**src/rtl/scs1_pkg.sv**
```systemverilog
// Shared types, scancode constants and the character lookup for the set-1 decoder.
// No dependencies.
package scs1_pkg;

  typedef logic [2:0] event_kind_t;
  typedef logic [6:0] char_code_t;
  typedef logic [7:0] scan_byte_t;

  localparam event_kind_t EV_CHAR  = 3'd0;
  localparam event_kind_t EV_UP    = 3'd1;
  localparam event_kind_t EV_DOWN  = 3'd2;
  localparam event_kind_t EV_LEFT  = 3'd3;
  localparam event_kind_t EV_RIGHT = 3'd4;
  localparam event_kind_t EV_SAVE  = 3'd5;
  localparam event_kind_t EV_QUIT  = 3'd6;

  localparam scan_byte_t SC_PREFIX      = 8'hE0;
  localparam scan_byte_t SC_UP          = 8'h48;
  localparam scan_byte_t SC_DOWN        = 8'h50;
  localparam scan_byte_t SC_LEFT        = 8'h4B;
  localparam scan_byte_t SC_RIGHT       = 8'h4D;
  localparam scan_byte_t SC_LSHIFT_MAKE = 8'h2A;
  localparam scan_byte_t SC_RSHIFT_MAKE = 8'h36;
  localparam scan_byte_t SC_LSHIFT_BRK  = 8'hAA;
  localparam scan_byte_t SC_RSHIFT_BRK  = 8'hB6;
  localparam scan_byte_t SC_CTRL_MAKE   = 8'h1D;
  localparam scan_byte_t SC_CTRL_BRK    = 8'h9D;
  localparam scan_byte_t SC_KEY_O       = 8'h18;
  localparam scan_byte_t SC_KEY_X       = 8'h2D;
  localparam scan_byte_t SC_ENTER       = 8'h1C;
  localparam scan_byte_t SC_BACKSPACE   = 8'h0E;
  localparam scan_byte_t SC_SPACE       = 8'h39;
  localparam scan_byte_t SC_TABLE_END   = 8'h36;

  localparam char_code_t CH_LF    = 7'd10;
  localparam char_code_t CH_BS    = 7'd8;
  localparam char_code_t CH_SPACE = 7'd32;
  localparam char_code_t CH_NONE  = 7'd0;

  typedef struct packed {
    logic        emit;
    event_kind_t kind;
    char_code_t  code;
  } dec_res_t;

  // Shift-aware key table; zero means no character for that code.
  function automatic char_code_t key_char(input logic [5:0] idx, input logic sh);
    char_code_t ch;
    ch = CH_NONE;
    unique case (idx)
      6'h02: ch = sh ? 7'h21 : 7'h31;
      6'h03: ch = sh ? 7'h40 : 7'h32;
      6'h04: ch = sh ? 7'h23 : 7'h33;
      6'h05: ch = sh ? 7'h24 : 7'h34;
      6'h06: ch = sh ? 7'h25 : 7'h35;
      6'h07: ch = sh ? 7'h5E : 7'h36;
      6'h08: ch = sh ? 7'h26 : 7'h37;
      6'h09: ch = sh ? 7'h2A : 7'h38;
      6'h0A: ch = sh ? 7'h28 : 7'h39;
      6'h0B: ch = sh ? 7'h29 : 7'h30;
      6'h0C: ch = sh ? 7'h5F : 7'h2D;
      6'h0D: ch = sh ? 7'h2B : 7'h3D;
      6'h10: ch = sh ? 7'h51 : 7'h71;
      6'h11: ch = sh ? 7'h57 : 7'h77;
      6'h12: ch = sh ? 7'h45 : 7'h65;
      6'h13: ch = sh ? 7'h52 : 7'h72;
      6'h14: ch = sh ? 7'h54 : 7'h74;
      6'h15: ch = sh ? 7'h59 : 7'h79;
      6'h16: ch = sh ? 7'h55 : 7'h75;
      6'h17: ch = sh ? 7'h49 : 7'h69;
      6'h18: ch = sh ? 7'h4F : 7'h6F;
      6'h19: ch = sh ? 7'h50 : 7'h70;
      6'h1A: ch = sh ? 7'h7B : 7'h5B;
      6'h1B: ch = sh ? 7'h7D : 7'h5D;
      6'h1E: ch = sh ? 7'h41 : 7'h61;
      6'h1F: ch = sh ? 7'h53 : 7'h73;
      6'h20: ch = sh ? 7'h44 : 7'h64;
      6'h21: ch = sh ? 7'h46 : 7'h66;
      6'h22: ch = sh ? 7'h47 : 7'h67;
      6'h23: ch = sh ? 7'h48 : 7'h68;
      6'h24: ch = sh ? 7'h4A : 7'h6A;
      6'h25: ch = sh ? 7'h4B : 7'h6B;
      6'h26: ch = sh ? 7'h4C : 7'h6C;
      6'h27: ch = sh ? 7'h3A : 7'h3B;
      6'h28: ch = sh ? 7'h22 : 7'h27;
      6'h29: ch = sh ? 7'h7E : 7'h60;
      6'h2B: ch = sh ? 7'h7C : 7'h5C;
      6'h2C: ch = sh ? 7'h5A : 7'h7A;
      6'h2D: ch = sh ? 7'h58 : 7'h78;
      6'h2E: ch = sh ? 7'h43 : 7'h63;
      6'h2F: ch = sh ? 7'h56 : 7'h76;
      6'h30: ch = sh ? 7'h42 : 7'h62;
      6'h31: ch = sh ? 7'h4E : 7'h6E;
      6'h32: ch = sh ? 7'h4D : 7'h6D;
      6'h33: ch = sh ? 7'h3C : 7'h2C;
      6'h34: ch = sh ? 7'h3E : 7'h2E;
      6'h35: ch = sh ? 7'h3F : 7'h2F;
      default: ch = CH_NONE;
    endcase
    return ch;
  endfunction

endpackage

```
**src/rtl/scancode_set1_key_decoder.sv**
```systemverilog
// Top level of the set-1 scancode key decoder.
// Depends on scs1_pkg, scs1_in_reg, scs1_decode and scs1_out_reg.
//
// Usage:
//   Input channel in_valid/in_ready/in_scan_byte carries one raw set-1 byte
//   per transaction. Output channel out_valid/out_ready carries one event per
//   transaction: out_event_kind and out_char_code (zero unless a character).
//   A byte yields zero or one event; prefix, shift, ctrl, break and unmapped
//   bytes give no transaction and at most update the flags.
//   Path: a byte accepted into the input register is decoded and its event
//   is loaded into the result register. Throughput: one byte per cycle while
//   the output slot is free, set by the single decode stage between the registers.
//   Stall: while out_ready is low and a result waits, a decoded byte that
//   needs no output slot still drains; the input register fills and then
//   in_ready drops until the result is taken. Nothing is lost.
//   Reset (rst_n low, synchronous): clears both valids and the shift, ctrl
//   and prefix flags.
module scancode_set1_key_decoder (
  input  logic                  clk,
  input  logic                  rst_n,
  input  logic                  in_valid,
  output logic                  in_ready,
  input  scs1_pkg::scan_byte_t  in_scan_byte,
  output logic                  out_valid,
  input  logic                  out_ready,
  output scs1_pkg::event_kind_t out_event_kind,
  output scs1_pkg::char_code_t  out_char_code
);
  import scs1_pkg::*;

  logic       byte_valid;
  scan_byte_t byte_q;
  logic       slot_free;
  logic       take;
  dec_res_t   res;

  assign take = byte_valid && (slot_free || !res.emit);

  scs1_in_reg u_in (
    .clk         (clk),
    .rst_n       (rst_n),
    .in_valid    (in_valid),
    .in_ready    (in_ready),
    .in_scan_byte(in_scan_byte),
    .take        (take),
    .byte_valid  (byte_valid),
    .byte_q      (byte_q)
  );

  scs1_decode u_dec (
    .clk   (clk),
    .rst_n (rst_n),
    .take  (take),
    .byte_q(byte_q),
    .res   (res)
  );

  scs1_out_reg u_out (
    .clk           (clk),
    .rst_n         (rst_n),
    .take          (take),
    .res           (res),
    .slot_free     (slot_free),
    .out_valid     (out_valid),
    .out_ready     (out_ready),
    .out_event_kind(out_event_kind),
    .out_char_code (out_char_code)
  );

endmodule

```
**src/rtl/scs1_in_reg.sv**
```systemverilog
// Input register for the set-1 decoder: holds one scancode byte until decoded.
// Depends on scs1_pkg.
module scs1_in_reg (
  input  logic                 clk,
  input  logic                 rst_n,
  input  logic                 in_valid,
  output logic                 in_ready,
  input  scs1_pkg::scan_byte_t in_scan_byte,
  input  logic                 take,
  output logic                 byte_valid,
  output scs1_pkg::scan_byte_t byte_q
);
  import scs1_pkg::*;

  logic       valid_r;
  logic       valid_nxt;
  scan_byte_t byte_r;

  assign in_ready   = !valid_r || take;
  assign byte_valid = valid_r;
  assign byte_q     = byte_r;

  always_comb begin
    valid_nxt = valid_r;
    if (in_valid && in_ready) begin
      valid_nxt = 1'b1;
    end else if (take) begin
      valid_nxt = 1'b0;
    end
  end

  always_ff @(posedge clk) begin
    if (!rst_n) begin
      valid_r <= 1'b0;
    end else begin
      valid_r <= valid_nxt;
    end
  end

  always_ff @(posedge clk) begin
    if (in_valid && in_ready) begin
      byte_r <= in_scan_byte;
    end
  end

endmodule

```
**src/rtl/scs1_decode.sv**
```systemverilog
// Scancode decode: shift, ctrl and prefix flags plus the per-byte event logic.
// Depends on scs1_pkg.
module scs1_decode (
  input  logic                 clk,
  input  logic                 rst_n,
  input  logic                 take,
  input  scs1_pkg::scan_byte_t byte_q,
  output scs1_pkg::dec_res_t   res
);
  import scs1_pkg::*;

  logic shift_r, shift_nxt;
  logic ctrl_r, ctrl_nxt;
  logic prefix_r, prefix_nxt;
  char_code_t tbl_ch;

  assign tbl_ch = key_char(byte_q[5:0], shift_r);

  always_comb begin
    shift_nxt  = shift_r;
    ctrl_nxt   = ctrl_r;
    prefix_nxt = prefix_r;
    res        = '{emit: 1'b0, kind: EV_CHAR, code: CH_NONE};
    priority if (prefix_r) begin
      prefix_nxt = 1'b0;
      priority if (byte_q == SC_UP) begin
        res = '{emit: 1'b1, kind: EV_UP, code: CH_NONE};
      end else if (byte_q == SC_DOWN) begin
        res = '{emit: 1'b1, kind: EV_DOWN, code: CH_NONE};
      end else if (byte_q == SC_LEFT) begin
        res = '{emit: 1'b1, kind: EV_LEFT, code: CH_NONE};
      end else if (byte_q == SC_RIGHT) begin
        res = '{emit: 1'b1, kind: EV_RIGHT, code: CH_NONE};
      end else begin
        res.emit = 1'b0;
      end
    end else if (byte_q == SC_PREFIX) begin
      prefix_nxt = 1'b1;
    end else if (byte_q == SC_LSHIFT_MAKE || byte_q == SC_RSHIFT_MAKE) begin
      shift_nxt = 1'b1;
    end else if (byte_q == SC_LSHIFT_BRK || byte_q == SC_RSHIFT_BRK) begin
      shift_nxt = 1'b0;
    end else if (byte_q == SC_CTRL_MAKE) begin
      ctrl_nxt = 1'b1;
    end else if (byte_q == SC_CTRL_BRK) begin
      ctrl_nxt = 1'b0;
    end else if (byte_q[7]) begin
      res.emit = 1'b0;
    end else if (ctrl_r) begin
      priority if (byte_q == SC_KEY_O) begin
        res = '{emit: 1'b1, kind: EV_SAVE, code: CH_NONE};
      end else if (byte_q == SC_KEY_X) begin
        res = '{emit: 1'b1, kind: EV_QUIT, code: CH_NONE};
      end else begin
        res.emit = 1'b0;
      end
    end else if (byte_q == SC_ENTER) begin
      res = '{emit: 1'b1, kind: EV_CHAR, code: CH_LF};
    end else if (byte_q == SC_BACKSPACE) begin
      res = '{emit: 1'b1, kind: EV_CHAR, code: CH_BS};
    end else if (byte_q == SC_SPACE) begin
      res = '{emit: 1'b1, kind: EV_CHAR, code: CH_SPACE};
    end else if (byte_q < SC_TABLE_END) begin
      res = '{emit: (tbl_ch != CH_NONE), kind: EV_CHAR, code: tbl_ch};
    end else begin
      res.emit = 1'b0;
    end
  end

  always_ff @(posedge clk) begin
    if (!rst_n) begin
      shift_r  <= 1'b0;
      ctrl_r   <= 1'b0;
      prefix_r <= 1'b0;
    end else if (take) begin
      shift_r  <= shift_nxt;
      ctrl_r   <= ctrl_nxt;
      prefix_r <= prefix_nxt;
    end
  end

endmodule

```
**src/rtl/scs1_out_reg.sv**
```systemverilog
// Result register for the set-1 decoder: holds one event until the receiver takes it.
// Depends on scs1_pkg.
module scs1_out_reg (
  input  logic                    clk,
  input  logic                    rst_n,
  input  logic                    take,
  input  scs1_pkg::dec_res_t      res,
  output logic                    slot_free,
  output logic                    out_valid,
  input  logic                    out_ready,
  output scs1_pkg::event_kind_t   out_event_kind,
  output scs1_pkg::char_code_t    out_char_code
);
  import scs1_pkg::*;

  logic        valid_r, valid_nxt;
  logic        load;
  event_kind_t kind_r;
  char_code_t  code_r;

  assign slot_free      = !valid_r || out_ready;
  assign load           = take && res.emit;
  assign out_valid      = valid_r;
  assign out_event_kind = kind_r;
  assign out_char_code  = code_r;

  always_comb begin
    valid_nxt = valid_r;
    if (load) begin
      valid_nxt = 1'b1;
    end else if (out_ready) begin
      valid_nxt = 1'b0;
    end
  end

  always_ff @(posedge clk) begin
    if (!rst_n) begin
      valid_r <= 1'b0;
    end else begin
      valid_r <= valid_nxt;
    end
  end

  always_ff @(posedge clk) begin
    if (load) begin
      kind_r <= res.kind;
      code_r <= res.code;
    end
  end

endmodule

```
**config.mk**
```make
export PLATFORM = sky130hd
export DESIGN_NAME = scancode_set1_key_decoder
export DESIGN_NICKNAME = d
export VERILOG_FILES = /design/src/rtl/scs1_pkg.sv /design/src/rtl/scancode_set1_key_decoder.sv /design/src/rtl/scs1_in_reg.sv /design/src/rtl/scs1_decode.sv /design/src/rtl/scs1_out_reg.sv
export SDC_FILE = /design/constraint.sdc
export NUM_CORES = 1
export LEC_CHECK = 0
export BUFFER_PORTS_ARGS = -buffer_cell sky130_fd_sc_hd__buf_2
export CAP_MARGIN = 20
export CORE_ASPECT_RATIO = 0.75
export CORE_MARGIN = 1
export CORE_UTILIZATION = 50
export CTS_CLUSTER_SIZE = 28
export DETAILED_ROUTE_END_ITERATION = 16
export MAX_ROUTING_LAYER = met4
export PLACE_DENSITY_LB_ADDON = 0.15
export SETUP_SLACK_MARGIN = 0.3
export SYNTH_ARGS = -nofsm -noshare
export SYNTH_HDL_FRONTEND = slang
export SYNTH_SLANG_ARGS = --single-unit
```
**constraint.sdc**
```tcl
create_clock -name clk -period 2.48 [get_ports clk]
set_input_delay 0.744 -clock clk [delete_from_list [all_inputs] [get_ports clk]]
set_output_delay 0.744 -clock clk [all_outputs]
set_load 0.005 [all_outputs]
```
==> flow_summary.yaml, run 1 <==
final_layout:
  layout-drive-gt1-share_pct: 36.1
  final_common_cell: "buf_4"
  fin_area_mm2: 0.00321
  nets: 373
  final_cell_mix: "55 x buf_4, 23 x buf_2, 21 x o21ai_0"
  area_delta_synth_final_pct: 37.2
  antennaDiodeCount: 0
power_and_ir_drop:
  p_leak_nw: 1.22
  seqPwrFrac_pct: 36.5
  vdd_drop_max_mv: 0.276
  p_comb_share_pct: 43.8
  design_power_total_mw: 1.23
  powerDensity_mw_per_mm2: 384
  swShare_pct: 36.6
  power_switching_mw: 0.451
  p_int_mw: 0.782
  pwr-share-clk_pct: 19.7
floorplanning:
  initial_core_util_pct: 52.2
  io_pins: 24
  dieArea_mm2: 0.00497
  rows: 21
  die_h_um: 61.3
  core_mm2: 0.00449
  die_w_um: 81.1
setup_path:
  slowest_delay_ns: 0.44
  cp_cell_sequence: "buf_4, buf_4, nand4bb_1, a21oi_2, and3_1, nor2_1, buf_2"
  critPathTopFamily: "simple AND/OR/NAND/NOR gates"
  criticalPathCategory: "register to output port"
  worstPathArrival_ns: 2.02
  critPathMaxFanout: 19
  reg2reg_setup_slack_ns: 0.07
  critical_path.startpoint_type: "register"
  cp_common_cell: "buf_4"
  required_ns: 1.74
  cpMaxStageDelayCell: "edfxtp_1"
  path_buf_inv: 3
  end_kind: "output port"
logic_synthesis:
  synth_fp_nets: 312
  ys_warn_count: 0
  synth-edff-count: 18
  ys_seq_elements: 23
  synth-seq-area-share_pct: 27.3
  synth-main-ff-cell: "edfxtp_1"
  synth_cell_types: 64
  synthesis.area_mm2: 0.00234
  syn_area_per_cell_um2: 7.81
  synthCells: 300
  ys_async_sr_fraction_pct: 0
clocking:
  cts.clk_slew.worst_paths_ns: 0.09
  numCtsBuffers: 3
  cts_tree: "done"
  clk_latency_ns: 0.27
  cts-root-buf: "clkbuf_8"
  clk_path_buf_depth: 2
  htree_levels: 1
  cts_num_sinks: 23
  hold_buffers: 0
detailed_routing:
  drt_iter0_markers: 419
  totalWireLength_um: 8100
  drt-vias-per-instance: 6.58
  drc: 0
  vias: 2744
  detailedRoute.firstPassIterationCount: 5
  wl_per_cell_um: 19.4
  ant_nets: 0
global_route:
  antenna_found_initial: 0
  grt_pass1_wl_um: 12200
  grt_overflow: 0
  grt_pass1_vias: 2329
  grt_max_degree: 32
  grt_usage_pct: 34.2
placed_design:
  port_buffers: 23
  place_area_mm2: 0.00282
  place_hpwl_um: 5740
  place.gp.congestion: 1.03
timing:
  period_needed_ns: 2.77
  fmax_mhz: 361
  tightest_slew_ns: 0.473
  skew_ns: 0.00471
  timing.final.ws_setup_ns: -0.288
  slew_violations: 0
  fin_crit_sh_pct: 112
  setup_viol: 1
  finalHoldViolCount: 0
  whs_ns: 0.607
  worst_slew_margin_rel_pct: 68.4
  rsz0062_at_grt: "yes"
min_path:
  holdCritPathClass: "register to register"
flow_run:
  drv_cap: 0
status:
  status: "finished with violations"
  violations: "setup timing"
cells in the mapped netlist (6+ instances only):
cell,instances,area [µm²]
nor3_1,7,35.0
a31oi_1,8,50.1
o21ai_0,25,125
a32oi_1,6,52.6
edfxtp_1,18,541
nor3b_1,7,52.6
nor2b_1,20,125
a21o_1,7,52.6
buf_2,22,110
nor2_1,20,75.1
a21oi_1,20,100
nand2b_1,9,56.3
nand2_1,16,60.1
nand3_1,6,30.0
final cells by class:
type                            count  area (µm²)
Inverter                            7        26.3
Clock inverter                      1        5.00
Fill cell                         362        1280
Tap cell                           57        71.3
Multi-Input combinational cell    239        1780
Clock buffer                        3        41.3
Timing Repair Buffer               87         651
Sequential cell                    23         641
flip-flops by register name (all words and copies together), names as in the netlist:
register	flops
u_out.out_char_code	7
u_in.byte_valid	1
u_out.out_valid	1
u_dec.prefix_r	1
u_dec.ctrl_r	1
u_out.out_event_kind	3
u_dec.shift_r	1
u_in.byte_q	8
final timing paths:
path	from	endpoint	cells past startpoint
worst max-delay path	u_in.byte_q[5]$_DFFE_PP_	in_ready	7
worst max register to register	u_in.byte_q[2]$_DFFE_PP_	u_in.byte_q[2]$_DFFE_PP_	8
worst min-delay path	u_dec.ctrl_r$_SDFFE_PN0P_	u_dec.ctrl_r$_SDFFE_PN0P_	2
worst min register to register	u_dec.ctrl_r$_SDFFE_PN0P_	u_dec.ctrl_r$_SDFFE_PN0P_	2
worst reg2reg max path: stages, from the launching register on:
cell and delay (ns):
edfxtp_1 0.47, or4_4 0.56, a21oi_4 0.17, nor4bb_2 0.07
o2111a_1 0.25, buf_4 0.14, buf_6 0.11, nor3b_2 0.19
buf_6 0.17
timing repair:
item	CTS	global route
pin swaps	7	9
resized for setup	20	35
setup buffers	6	4
setup endpoints to repair	24	28
logic make-up (layout without fill, tap and decap cells):
logic type,count (synthesis),count (layout),synth area share (%)
and+or+nand+nor,121,121,29.6
buffers and inverters,38,98,7.90
DFF,23,23,27.3
AOI/OAI and AO/OA,112,112,32.7
xor gates and xnor gates,3,3,1.12
muxes,3,3,1.33
stage by stage:
stage,setup slack [ns],instances,utilization [%],setup TNS [ns]
final,-0.288,417,71.5,-0.288
after global routing,-0.406,417,71.5,-0.626
after CTS,-0.254,413,66.7,-0.254
after detailed placement,-0.0904,403,62.7,-0.0904
after global placement,-0.0170,403,62.7,-0.0170
after floorplan,0.172,300,-,0
power by group through the flow:
stage / clock network (mW) / registers [mW] / logic, mW
after global routing: 0.263 / 0.453 / 0.573
final: 0.243 / 0.450 / 0.540
after CTS: 0.244 / 0.448 / 0.471
after global placement: 0 / 0.458 / 0.438
after floorplan: 0 / 0.448 / 0.291
after detailed placement: 0 / 0.458 / 0.438
routing by layer:
layer,wire [µm],GRT usage (%),vias to the layer above
li1,-,-,1270
met1,3620,48.1,1264
met2,3440,50.2,186
met3,903,8.74,24
met4,135,4.85,0
met5,0,-,-
No activity file was read; power rests on OpenSTA's default activity.
==> run 2, diff against run 1 <==
Settings changed: MAX_ROUTING_LAYER met4 to unset, REMOVE_ABC_BUFFERS set to 1.
==> flow_summary.yaml, run 2 (synthesis results as in run 1) <==
timing:
  period_needed_ns: 2.81
  slew_violations: 0
  rsz0062_at_grt: "yes"
  skew_ns: 0.00163
  finalHoldViolCount: 0
  fmax_mhz: 356
  timing.final.ws_setup_ns: -0.326
  worst_slew_margin_rel_pct: 60.9
  tightest_slew_ns: 0.585
  fin_crit_sh_pct: 113
  whs_ns: 0.618
  setup_viol: 6
setup_path:
  criticalPathCategory: "register to output port"
  required_ns: 1.74
  critPathMaxFanout: 5
  end_kind: "output port"
  critical_path.startpoint_type: "register"
  cp_cell_sequence: "buf_4, a21oi_1, a211oi_2, nor4bb_2, o2111a_1, nor2_1, buf_2"
  slowest_delay_ns: 0.54
  worstPathArrival_ns: 2.06
  path_buf_inv: 2
  cpMaxStageDelayCell: "edfxtp_1"
  critPathTopFamily: "flip-flops"
detailed_routing:
  detailedRoute.firstPassIterationCount: 6
  wl_per_cell_um: 22.0
  vias: 2935
  drt_iter0_markers: 514
  drc: 0
  totalWireLength_um: 9370
  ant_nets: 0
  drt-vias-per-instance: 6.91
min_path:
  holdCritPathClass: "register to register"
power_and_ir_drop:
  p_leak_nw: 1.26
  vdd_drop_max_mv: 0.236
  powerDensity_mw_per_mm2: 387
floorplanning:
  dieArea_mm2: 0.00497
  die_h_um: 61.3
  core_mm2: 0.00449
  die_w_um: 81.1
  io_pins: 24
  rows: 21
  initial_core_util_pct: 52.2
global_route:
  grt_pass1_vias: 2494
  grt_overflow: 0
  antenna_found_initial: 0
  grt_usage_pct: 35.5
  grt_pass1_wl_um: 13100
  grt_max_degree: 30
clocking:
  cts-root-buf: "clkbuf_8"
  cts_num_sinks: 23
  cts.clk_slew.worst_paths_ns: 0.09
  clk_path_buf_depth: 2
  clk_latency_ns: 0.27
  htree_levels: 1
  numCtsBuffers: 3
  cts_tree: "done"
final_layout:
  num-fill-cells: 323
  nets: 381
  largest_reg_flops: 8
  area_delta_synth_final_pct: 40.8
  layout-drive-gt1-share_pct: 38.0
  final_cell_mix: "56 x buf_4, 23 x o21ai_0, 23 x buf_2"
  final_common_cell: "buf_4"
  fin_area_mm2: 0.00330
  antennaDiodeCount: 0
flow_run:
  drv_cap: 0
placed_design:
  place_hpwl_um: 6010
  place.gp.congestion: 0.996
  place_area_mm2: 0.00276
  port_buffers: 23
status:
  status: "finished with violations"
  violations: "setup timing"
-- run 2: cell count changes in the layout (fill, tap and decap cells not counted), sizes merged --
cell	previous run	this run
clkbuf	3	4
buf	87	93
clkdlybuf4s15	0	1
-- run 2: worst paths after layout --
check                                                  start                                    to  slack, ns  cells past startpoint
worst max-delay path                u_in.byte_q[1]$_DFFE_PP_                              in_ready      -0.33                      7
worst max register to register      u_in.byte_q[1]$_DFFE_PP_  u_out.out_char_code[4]$_SDFFCE_PP0P_      -0.05                      7
worst min-delay path            u_in.byte_valid$_SDFFE_PN0P_          u_out.out_valid$_SDFFE_PN0P_       0.62                      2
worst min register to register  u_in.byte_valid$_SDFFE_PN0P_          u_out.out_valid$_SDFFE_PN0P_       0.62                      2
-- run 2: cell type report --
cell class | instances | area, µm² | area share, %
multi-input combinational | 239 | 1760 | 53.4
timing repair buffer | 95 | 751 | 22.7
sequential | 23 | 641 | 19.4
tap | 57 | 71.3 | 2.16
clock buffer | 3 | 41.3 | 1.25
inverter | 7 | 27.5 | 0.834
clock inverter | 1 | 5.00 | 0.152
-- run 2: metrics by stage --
| step | cells | setup slack [ns] | utilization [%] | TNS, ns | total power, mW |
|---|---|---|---|---|---|
| 2_1_floorplan | 269 | -0.758 | - | -12.96 | 0.704 |
| 3_3_place_gp | 401 | -0.0468 | 61.5 | -0.0468 | 0.887 |
| 3_5_place_dp | 401 | -0.0260 | 61.5 | -0.0376 | 0.893 |
| 4_1_cts | 413 | -0.256 | 67.1 | -0.256 | 1.18 |
| 5_1_grt | 425 | -0.417 | 73.5 | -0.873 | 1.32 |
| 6_report | 425 | -0.326 | 73.5 | -0.567 | 1.28 |
-- run 2: metal layers --
metal / part of all wire [%] / global-route usage, %
met5: 0 / 0
met4: 2.9 / 8.16
met3: 14 / 10.4
met2: 43 / 52.6
met1: 40 / 50.7
-- run 2: timing repair --
item                       CTS  global route
pin swaps                   13            18
gates resized for setup     32            35
hold buffers                 0             0
cloned                       0             2
setup endpoints to repair   26            29
buffers inserted             8            10
hold endpoints to repair     0             0
-- run 2: power breakdown --
group | internal (mW) | leakage (nW) | switching (mW)
sequential | 0.432 | 0.217 | 0.0179
clock | 0.112 | 0.0255 | 0.130
combinational | 0.258 | 1.01 | 0.325
-- run 2: worst min-delay path, stage by stage, from the launching register on --
cell and delay [ns]:
dfxtp_1 0.34, o21ai_0 0.19, a21oi_1 0.05
==> run 3, diff against run 2 <==
Settings changed: CTS_BUF_LIST set to sky130_fd_sc_hd__clkbuf_2.
==> flow_summary.yaml, run 3 (synthesis results as in run 1) <==
timing:
  fin_crit_sh_pct: 117
  timing.final.ws_setup_ns: -0.433
  rsz0062_at_grt: "yes"
  finalHoldViolCount: 0
  slew_violations: 0
  skew_ns: 0.00699
  fmax_mhz: 343
  finalSetupTns_ns: -0.433
  whs_ns: 0.548
  worst_slew_margin_rel_pct: 57.8
  setup_viol: 1
  tightest_slew_ns: 0.633
  period_needed_ns: 2.91
floorplanning:
  dieArea_mm2: 0.00497
  die_h_um: 61.3
  io_pins: 24
  core_mm2: 0.00449
  initial_core_util_pct: 52.2
  die_w_um: 81.1
  rows: 21
global_route:
  antenna_found_initial: 0
  grt_pass1_vias: 2594
  grt_pass1_wl_um: 13200
  grt_overflow: 0
  grt_usage_pct: 36.0
  grt_max_degree: 30
clocking:
  clk_path_buf_depth: 2
  htree_levels: 1
  cts_tree: "done"
  cts-root-buf: "clkbuf_2"
  cts_num_sinks: 23
  clk_latency_ns: 0.35
  hold_buffers: 0
  numCtsBuffers: 3
  cts.clk_slew.worst_paths_ns: 0.23
status:
  status: "finished with violations"
  violations: "setup timing"
setup_path:
  cp_cell_sequence: "buf_6, or4_4, a21oi_2, nor4bb_2, o2111a_1, nor2_1, buf_2"
  path_buf_inv: 2
  cpMaxStageDelayCell: "or4_4"
  critPathTopFamily: "simple AND/OR/NAND/NOR gates"
  slowest_delay_ns: 0.53
  worstPathArrival_ns: 2.17
  required_ns: 1.74
  end_kind: "output port"
  criticalPathCategory: "register to output port"
  critical_path.startpoint_type: "register"
  critPathMaxFanout: 9
final_layout:
  antennaDiodeCount: 0
  area_delta_synth_final_pct: 35.6
  fin_util_pct: 70.7
  largest_reg_flops: 8
  final_cell_mix: "53 x buf_4, 24 x buf_2, 23 x o21ai_0"
  multi_input_area_mm2: 0.00177
  num-fill-cells: 349
  seq_area_um2: 641
  layout-drive-gt1-share_pct: 36.8
  final_common_cell: "buf_4"
  nets: 374
placed_design:
  place_hpwl_um: 6010
  port_buffers: 23
  place.gp.congestion: 0.996
detailed_routing:
  drc: 0
  ant_nets: 0
  vias: 2889
  detailedRoute.firstPassIterationCount: 6
  totalWireLength_um: 9060
  drt-vias-per-instance: 6.91
  drt_iter0_markers: 442
  wl_per_cell_um: 21.7
flow_run:
  drv_cap: 0
power_and_ir_drop:
  vdd_drop_max_mv: 0.246
  powerDensity_mw_per_mm2: 366
  p_leak_nw: 1.19
min_path:
  holdCritPathClass: "input port to register"
[run 3: what timing repair did]
item	CTS	global route
pin swaps	15	13
cloned	0	1
endpoints found under the hold margin	0	0
setup endpoints to repair	26	30
setup buffers	11	1
gates resized for setup	25	39
[run 3: final timing paths]
kind / from / endpoint / slack, ns / cells after the start
max: u_in.byte_q[2]$_DFFE_PP_ / in_ready / -0.43 / 7
min: in_scan_byte[2] / u_in.byte_q[2]$_DFFE_PP_ / 0.55 / 1
max reg2reg: u_in.byte_q[4]$_DFFE_PP_ / u_out.out_char_code[1]$_SDFFCE_PP0P_ / 0.06 / 8
min reg2reg: u_in.byte_valid$_SDFFE_PN0P_ / u_out.out_valid$_SDFFE_PN0P_ / 0.63 / 2
[run 3: where the power goes]
group,internal (mW),switching (mW),total [mW]
Clock,0.0366,0.122,0.158
Sequential,0.433,0.0176,0.450
Combinational,0.238,0.317,0.555
[run 3: routing by layer]
metal	wire length, µm	up-vias	global-route usage [%]
met5	0	-	0
met4	240	0	11.2
met3	1120	36	9.63
met2	3860	236	54.1
met1	3840	1353	50.3
li1	-	1264	-
[run 3: through the flow]
| stage | setup WS (ns) | instances | instance area (µm²) | power, mW |
|---|---|---|---|---|
| after CTS | -0.382 | 416 | 2990 | 1.09 |
| after global routing | -0.564 | 418 | 3180 | 1.21 |
| final | -0.433 | 418 | 3180 | 1.16 |
| after detailed placement | -0.0260 | 401 | 2760 | 0.893 |
| after floorplan | -0.758 | 269 | 2180 | 0.704 |
| after global placement | -0.0468 | 401 | 2760 | 0.887 |
[run 3: layout make-up]
| class | instances | area share, % |
|---|---|---|
| well taps | 57 | 2.24 |
| repair buffers | 88 | 20.5 |
| flip-flops and latches | 23 | 20.2 |
| multi-input cells | 239 | 55.6 |
| clock buffers | 3 | 0.472 |
| clock inverters | 1 | 0.157 |
| inverters | 7 | 0.945 |
